<file path="config.mk">
export PLATFORM = sky130hd
export DESIGN_NAME = csv_quoted_field_splitter
export DESIGN_NICKNAME = d
export VERILOG_FILES = /design/src/csvqs_pkg.sv /design/src/csvqs_front.sv /design/src/csvqs_queue.sv /design/src/csv_quoted_field_splitter.sv
export VERILOG_INCLUDE_DIRS = /design/src /design/src/src
export SDC_FILE = /design/constraint.sdc
export NUM_CORES = 1
export LEC_CHECK = 0
export BUFFER_PORTS_ARGS = -buffer_cell sky130_fd_sc_hd__buf_2
export CAP_MARGIN = 20
export CORE_ASPECT_RATIO = 1.75
export CORE_UTILIZATION = 30
export CTS_BUF_LIST = sky130_fd_sc_hd__clkbuf_2
export DETAILED_ROUTE_END_ITERATION = 10
export HOLD_SLACK_MARGIN = 0.15
export PLACE_DENSITY = 0.5
export SLEW_MARGIN = 10
export SYNTH_ARGS = -nofsm -noshare
export SYNTH_HDL_FRONTEND = slang
export SYNTH_SLANG_ARGS = --single-unit
</file>
<file path="constraint.sdc">
create_clock -name clock -period 8 [get_ports clock]
set_input_delay 0.8 -clock clock [delete_from_list [all_inputs] [get_ports clock]]
set_output_delay 0.8 -clock clock [all_outputs]
set_load 0.05 [all_outputs]
</file>
<file path="src/csv_quoted_field_splitter_assert.svh">
// ----------------------------------------------------------------------------
// csv_quoted_field_splitter assertion macros
// Shared concurrent assertion forms used by the splitter RTL.
// ----------------------------------------------------------------------------
`ifndef CSV_QUOTED_FIELD_SPLITTER_ASSERT_SVH
`define CSV_QUOTED_FIELD_SPLITTER_ASSERT_SVH

// same-cycle implication
`define CSVQS_ASSERT_IMPL(label, clk, rst, ante, cons, msg) \
   label: assert property (@(posedge clk) disable iff (rst) (ante) |-> (cons)) \
      else $error(msg);

// next-cycle implication
`define CSVQS_ASSERT_NEXT(label, clk, rst, ante, cons, msg) \
   label: assert property (@(posedge clk) disable iff (rst) (ante) |=> (cons)) \
      else $error(msg);

`endif

</file>
<file path="src/csvqs_pkg.sv">
// ----------------------------------------------------------------------------
// csvqs_pkg
// Types and constants shared by the CSV quoted field splitter.
// ----------------------------------------------------------------------------
package csvqs_pkg;

   localparam logic [7:0]  QUOTE_BYTE          = 8'h22;
   localparam logic [7:0]  COMMA_BYTE          = 8'h2C;
   localparam int          MAX_COLUMNS_DEFAULT = 32;
   localparam int          CSR_WIDTH           = 32;
   localparam logic [31:0] CSR_RESET           = 32'd3;
   localparam int          QUEUE_DEPTH         = 2;
   localparam int          COL_INDEX_WIDTH     = 6;
   localparam int          COL_EXT_WIDTH       = 7;
   localparam int          CSR_INDEX_WIDTH     = 5;

   typedef enum logic [1:0] {
      MODE_PLAIN   = 2'd0,
      MODE_QUOTED  = 2'd1,
      MODE_PENDING = 2'd2
   } quote_mode_type;

   typedef struct packed {
      logic [7:0]                 out_byte;
      logic                       has_byte;
      logic [COL_INDEX_WIDTH-1:0] column_index;
      logic                       field_end;
      logic                       row_end;
   } rsp_item_type;

   typedef struct packed {
      logic full;
   } queue_status_type;

endpackage

</file>
<file path="src/csvqs_front.sv">
// ----------------------------------------------------------------------------
// csvqs_front
// Classifies each row byte, tracks quote mode and column, builds result beats.
// ----------------------------------------------------------------------------
`include "csv_quoted_field_splitter_assert.svh"

module csvqs_front #(
   parameter int MAX_COLUMNS = csvqs_pkg::MAX_COLUMNS_DEFAULT
) (
   input  logic                     clock,
   input  logic                     reset,
   input  logic                     csr_valid,
   input  logic [31:0]              csr_column_select,
   input  logic                     req_valid,
   input  logic [7:0]               req_in_byte,
   input  logic                     req_row_last,
   input  csvqs_pkg::queue_status_type q_status,
   output logic                     req_ready,
   output logic                     push,
   output csvqs_pkg::rsp_item_type  push_item
);
   import csvqs_pkg::*;

   localparam int ColW = $clog2(MAX_COLUMNS + 1);

   logic [CSR_WIDTH-1:0] csr_ff;
   quote_mode_type       mode_ff, mode_in;
   logic [ColW-1:0]      col_ff, col_in;
   logic [COL_EXT_WIDTH-1:0] col_ext;
   logic accept, sel, content, separator, plain, has, fend;

   assign req_ready = !q_status.full;
   assign accept    = req_valid && req_ready;
   assign col_ext   = COL_EXT_WIDTH'(col_ff);

   always_comb begin
      sel = (col_ext < COL_EXT_WIDTH'(MAX_COLUMNS)) &&
            (col_ext < COL_EXT_WIDTH'(CSR_WIDTH)) &&
            csr_ff[col_ext[CSR_INDEX_WIDTH-1:0]];
      content   = 1'b0;
      separator = 1'b0;
      plain     = 1'b0;
      mode_in   = mode_ff;
      unique case (mode_ff)
         MODE_QUOTED: begin
            if (req_in_byte == QUOTE_BYTE) mode_in = MODE_PENDING;
            else content = 1'b1;
         end
         MODE_PENDING: begin
            if (req_in_byte == QUOTE_BYTE) begin
               content = 1'b1;
               mode_in = MODE_QUOTED;
            end else begin
               mode_in = MODE_PLAIN;
               plain   = 1'b1;
            end
         end
         default: plain = 1'b1;
      endcase
      if (plain) begin
         priority if (req_in_byte == QUOTE_BYTE) mode_in = MODE_QUOTED;
         else if (req_in_byte == COMMA_BYTE) separator = 1'b1;
         else content = 1'b1;
      end
      has  = content && sel;
      fend = (separator || req_row_last) && sel;
      col_in = col_ff;
      if (separator && (col_ff < ColW'(MAX_COLUMNS))) col_in = col_ff + 1'b1;
      if (req_row_last) begin
         mode_in = MODE_PLAIN;
         col_in  = '0;
      end
      push = accept && (has || fend || req_row_last);
      push_item.out_byte     = has ? req_in_byte : 8'd0;
      push_item.has_byte     = has;
      push_item.column_index = (col_ext > COL_EXT_WIDTH'(63)) ?
                               COL_INDEX_WIDTH'(63) : col_ext[COL_INDEX_WIDTH-1:0];
      push_item.field_end    = fend;
      push_item.row_end      = req_row_last;
   end

   always_ff @(posedge clock) begin
      if (reset) begin
         csr_ff  <= CSR_RESET;
         mode_ff <= MODE_PLAIN;
         col_ff  <= '0;
      end else begin
         if (csr_valid) csr_ff <= csr_column_select;
         if (accept) begin
            mode_ff <= mode_in;
            col_ff  <= col_in;
         end
      end
   end

   `CSVQS_ASSERT_NEXT(a_row_end_clears, clock, reset, accept && req_row_last, (mode_ff == MODE_PLAIN) && (col_ff == '0), "state not cleared after row end")
   `CSVQS_ASSERT_IMPL(a_col_bound, clock, reset, 1'b1, col_ff <= ColW'(MAX_COLUMNS), "column counter past saturation")
   `CSVQS_ASSERT_IMPL(a_last_pushes, clock, reset, accept && req_row_last, push, "row end beat not queued")

endmodule

</file>
<file path="src/csvqs_queue.sv">
// ----------------------------------------------------------------------------
// csvqs_queue
// Short result queue between the classifier and the response channel.
// ----------------------------------------------------------------------------
`include "csv_quoted_field_splitter_assert.svh"

module csvqs_queue (
   input  logic                       clock,
   input  logic                       reset,
   input  logic                       push,
   input  csvqs_pkg::rsp_item_type    push_item,
   input  logic                       rsp_ready,
   output logic                       rsp_valid,
   output csvqs_pkg::rsp_item_type    rsp_item,
   output csvqs_pkg::queue_status_type q_status
);
   import csvqs_pkg::*;

   localparam int PtrW = (QUEUE_DEPTH > 1) ? $clog2(QUEUE_DEPTH) : 1;
   localparam int CntW = $clog2(QUEUE_DEPTH + 1);

   rsp_item_type    mem [QUEUE_DEPTH];
   logic [PtrW-1:0] wr_ptr_ff, rd_ptr_ff;
   logic [CntW-1:0] count_ff;
   logic            pop;

   assign rsp_valid     = (count_ff != '0);
   assign rsp_item      = mem[rd_ptr_ff];
   assign pop           = rsp_valid && rsp_ready;
   assign q_status.full = (count_ff == CntW'(QUEUE_DEPTH));

   always_ff @(posedge clock) begin
      if (push) mem[wr_ptr_ff] <= push_item;
   end

   always_ff @(posedge clock) begin
      if (reset) begin
         wr_ptr_ff <= '0;
         rd_ptr_ff <= '0;
         count_ff  <= '0;
      end else begin
         if (push)
            wr_ptr_ff <= (wr_ptr_ff == PtrW'(QUEUE_DEPTH - 1)) ? '0 : wr_ptr_ff + 1'b1;
         if (pop)
            rd_ptr_ff <= (rd_ptr_ff == PtrW'(QUEUE_DEPTH - 1)) ? '0 : rd_ptr_ff + 1'b1;
         if (push && !pop) count_ff <= count_ff + 1'b1;
         else if (pop && !push) count_ff <= count_ff - 1'b1;
      end
   end

   `CSVQS_ASSERT_IMPL(a_no_overflow, clock, reset, q_status.full, !push, "push into full queue")
   `CSVQS_ASSERT_IMPL(a_count_bound, clock, reset, 1'b1, count_ff <= CntW'(QUEUE_DEPTH), "queue count out of range")
   `CSVQS_ASSERT_IMPL(a_empty_ptrs, clock, reset, count_ff == '0, wr_ptr_ff == rd_ptr_ff, "pointers diverge while empty")

endmodule

</file>
<file path="src/csv_quoted_field_splitter.sv">
// ----------------------------------------------------------------------------
// csv_quoted_field_splitter
// Splits one CSV row per stream into fields, honoring double-quote escaping.
// ----------------------------------------------------------------------------
// Usage:
//   req_*  : one row byte per beat, req_row_last on the row's final byte.
//   rsp_*  : zero or one result beat per request beat: a selected content
//            byte, a field end, and/or the row end.
//   csr_*  : column_select write channel, always ready; write while idle.
// Throughput: one byte per cycle while the queue is not full, limited by the single quote/column state
//   update in the classifier.
// A result is registered into the queue when its byte is taken; rsp_* show the queue head.
// A two-beat queue separates classifier and output, so req_ready stays
//   high while one result waits; it drops only when both slots hold beats.
// Reset: quote mode plain, column 0, column_select = 3, queue empty.
// Receiver stall: results hold in the queue and the input stalls once full;
//   nothing is dropped.
// ----------------------------------------------------------------------------
module csv_quoted_field_splitter #(
   parameter int MAX_COLUMNS = csvqs_pkg::MAX_COLUMNS_DEFAULT
) (
   input  logic        clock,
   input  logic        reset,
   input  logic        csr_valid,
   output logic        csr_ready,
   input  logic [31:0] csr_column_select,
   input  logic        req_valid,
   output logic        req_ready,
   input  logic [7:0]  req_in_byte,
   input  logic        req_row_last,
   output logic        rsp_valid,
   input  logic        rsp_ready,
   output logic [7:0]  rsp_out_byte,
   output logic        rsp_has_byte,
   output logic [5:0]  rsp_column_index,
   output logic        rsp_field_end,
   output logic        rsp_row_end
);
   import csvqs_pkg::*;

   logic             push;
   rsp_item_type     push_item, rsp_item;
   queue_status_type q_status;

   assign csr_ready = 1'b1;

   csvqs_front #(.MAX_COLUMNS(MAX_COLUMNS)) u_front (
      .clock             (clock),
      .reset             (reset),
      .csr_valid         (csr_valid),
      .csr_column_select (csr_column_select),
      .req_valid         (req_valid),
      .req_in_byte       (req_in_byte),
      .req_row_last      (req_row_last),
      .q_status          (q_status),
      .req_ready         (req_ready),
      .push              (push),
      .push_item         (push_item)
   );

   csvqs_queue u_queue (
      .clock     (clock),
      .reset     (reset),
      .push      (push),
      .push_item (push_item),
      .rsp_ready (rsp_ready),
      .rsp_valid (rsp_valid),
      .rsp_item  (rsp_item),
      .q_status  (q_status)
   );

   assign rsp_out_byte     = rsp_item.out_byte;
   assign rsp_has_byte     = rsp_item.has_byte;
   assign rsp_column_index = rsp_item.column_index;
   assign rsp_field_end    = rsp_item.field_end;
   assign rsp_row_end      = rsp_item.row_end;

endmodule

</file>
==> run summary <==
Peak supply drop - 0.116 mV
Worst hold endpoint - u_front.csr_ff[1]$_SDFFE_PP1P_
Hold path cells - 2
Final ANT Viol Nets - 0
Root Buffer - clkbuf_2
Synth Flop Type - dfxtp_1
Post-synthesis simple-gate area fraction - 0.144
Commonest non-fill, non-tap cell in the layout - buf_2
IO Port Bufs - 64
Die area - 0.0123 mm2
Critical Path Source Type - flip-flop
Crit path DAT - 3.51 ns
Drt drc - 10
Worst-Margin Slew - 0.955 ns
Post-synth EDFFs - 34
Kind of critical path - flip-flop to flip-flop
Worst hold path type - input port to flip-flop
Largest family of logic cells by synthesized area - multiplexers
Syn_area_per_cell - 11.7 um2
First drt pass iteration count - 9
Mapped Nets - 354
Core Util, Final - 0.359
Iteration-0 DRC Markers - 117
Synth Area in Adders - 0.0140
Outcome - complete, but fails checks
CTS sink cnt - 79
Clock Path Buffers - 2
Core ar. - 0.0116 mm2
Core Rows - 52
Pwr dens - 280 mW/mm2
Hold buffers post-CTS - 0
FF-to-FF setup slack - 4.95 ns
Leakage - 0.00164 uW
RSZ-0062 raised after global routing - false
Initial core utilization - 0.308
Most frequent cells in the layout - buf_2, dfxtp_1, nor2_1
Fraction of registers with async set/reset - 0
Initial antenna violation count - 1
Post-synthesis mux area share - 0.199
HP Start - csr_column_select[1]
H-tree Lvls - 3
Fin. Hold Viols - 0
Yosys cell types - 48
Routed WL - 7370 um
Setup crit end kind - flip-flop
Die H - 146 um
Flops & latches, synth - 79
Syn Inst Count - 304
Final setup violation count - 0
Min Tclk post-route - 3.05 ns
Die width - 84.4 um
Relative slew slack - 0.363
GPL Wtd Cong - 0.781
Post-CTS sizing - 0
RR Endpoint - u_queue.count_ff[1]$_SDFFE_PP0P_
Total number of yosys warnings - 0
Ports - 66
Routed length per instance - 14.8 um
Layout cells sized above 1 - 0.315
Setup_tns - 0 ns
XOR/XNOR share of the synthesized area - 0.00737
Critical Path RT - 8.46 ns
Worst Reg-to-Reg Cells - 8
Register area share after synthesis - 0.539
First-pass GRT wire length - 12500 um
RR Startpoint - u_front.col_ff[0]$_SDFFE_PP0P_
Vias per cell - 4.84
Fin crit share - 0.381
Post-synthesis compound-gate area fraction - 0.0586
Fin. max-slew vios - 0
Fmax - 0.328 GHz
Total GRT Usage - 0.132
Global route overflow - 0
Mapped Area - 0.00357 mm2
Nets - 407
Vias - 2409
Clock Latency Late Sink - 0.53 ns
Area Growth Syn to Fin - 16.6%
CTS tree - built
Crit-path max FO - 15
Vias in the first global route - 2510
Largest net degree at the start of global routing - 44
Max-cap violation count - 0
Clk slew on worst S/H paths - 0.20 ns
Dpl hpwl - 5250 um
Worst Clk Skew - 0.0218 ns
Failing checks - DRC
Post-CTS Setup Bufs - 0
TritonCTS buffer count - 9
## state kept, by name (all words and copies together) (netlist names), named ones only
signal,cells
u_front.csr_ff,32
u_queue.rd_ptr_ff,1
u_queue.wr_ptr_ff,1
u_queue.count_ff,2
u_front.col_ff,6
u_front.mode_ff,2
u_queue.mem,34
## power breakdown
part / total, uW / switching, uW / internal (uW)
sequential: 516 / 32.7 / 483
combinational: 347 / 235 / 112
clock: 299 / 136 / 164
total: 1160 / 404 / 759
## final cells by class
type / instances / area [um2]
inverters: 10 / 37.5
fillers: 1218 / 7420
clock inverters: 7 / 135
diodes: 1 / 2.50
well taps: 135 / 169
repair buffers: 66 / 335
clock buffers: 9 / 45.0
flip-flops and latches: 79 / 1920
multi-input cells: 191 / 1510
## Yosys cell counts (5+ instances only)
cell type / number / area, um2
a21oi_1: 9 / 45.0
and2_1: 7 / 43.8
clkbuf_1: 18 / 67.6
dfxtp_1: 45 / 901
edfxtp_1: 34 / 1020
inv_1: 10 / 37.5
mux2_2: 18 / 203
mux2i_1: 35 / 350
mux4_2: 7 / 158
nand2_1: 9 / 33.8
nor2_1: 40 / 150
nor4_1: 5 / 31.3
o21ai_0: 7 / 35.0
## critical path: stages (launching register included)
cell,delay (ns)
dfxtp_1,0.82
mux4_2,0.58
a32oi_1,0.25
nand4b_1,0.22
nand4_1,0.18
nand2_1,0.08
ha_1,0.33
or3_1,0.37
a21oi_1,0.14
## per-stage QoR
stage | setup WS [ns] | hold slack, ns | cell area, um2 | power (uW) | cells
6_report | 4.95 | 0.461 | 4160 | 1160 | 498
5_1_grt | 4.76 | 0.401 | 4160 | 1220 | 498
4_1_cts | 4.90 | 0.415 | 4160 | 1180 | 497
3_5_place_dp | 4.76 | 0.482 | 3980 | 880 | 481
3_3_place_gp | 4.83 | 0.469 | 3980 | 875 | 481
2_1_floorplan | 5.08 | 0.454 | 3570 | 794 | 304
## how the worst max path moves through the flow
stage / from / end / cells after the start
after global routing: u_front.col_ff[0]$_SDFFE_PP0P_ / u_queue.count_ff[1]$_SDFFE_PP0P_ / 8
after CTS: u_front.col_ff[0]$_SDFFE_PP0P_ / u_queue.count_ff[1]$_SDFFE_PP0P_ / 8
final: u_front.col_ff[0]$_SDFFE_PP0P_ / u_queue.count_ff[1]$_SDFFE_PP0P_ / 8
after detailed placement: req_in_byte[6] / u_queue.count_ff[1]$_SDFFE_PP0P_ / 9
after floorplan: req_in_byte[6] / u_queue.count_ff[1]$_SDFFE_PP0P_ / 8
after global placement: req_in_byte[6] / u_queue.count_ff[1]$_SDFFE_PP0P_ / 9
## per-layer routing
layer / part of all wire / vias up / GRT usage
met5: 0 / - / 0
met4: 0.022 / 0 / 0.0686
met3: 0.042 / 10 / 0.0288
met2: 0.53 / 58 / 0.241
met1: 0.40 / 1138 / 0.140
li1: - / 1203 / -
## logic make-up (layout without fill, tap and decap cells)
group	Yosys count	count (layout)
xor+xnor	3	3
other cells	1	2
buf+inv	34	92
fa+ha+maj	4	4
compound gates	29	29
mux	60	60
flops	79	79
simple gates	94	94
Power figures use the tool's default switching activity.
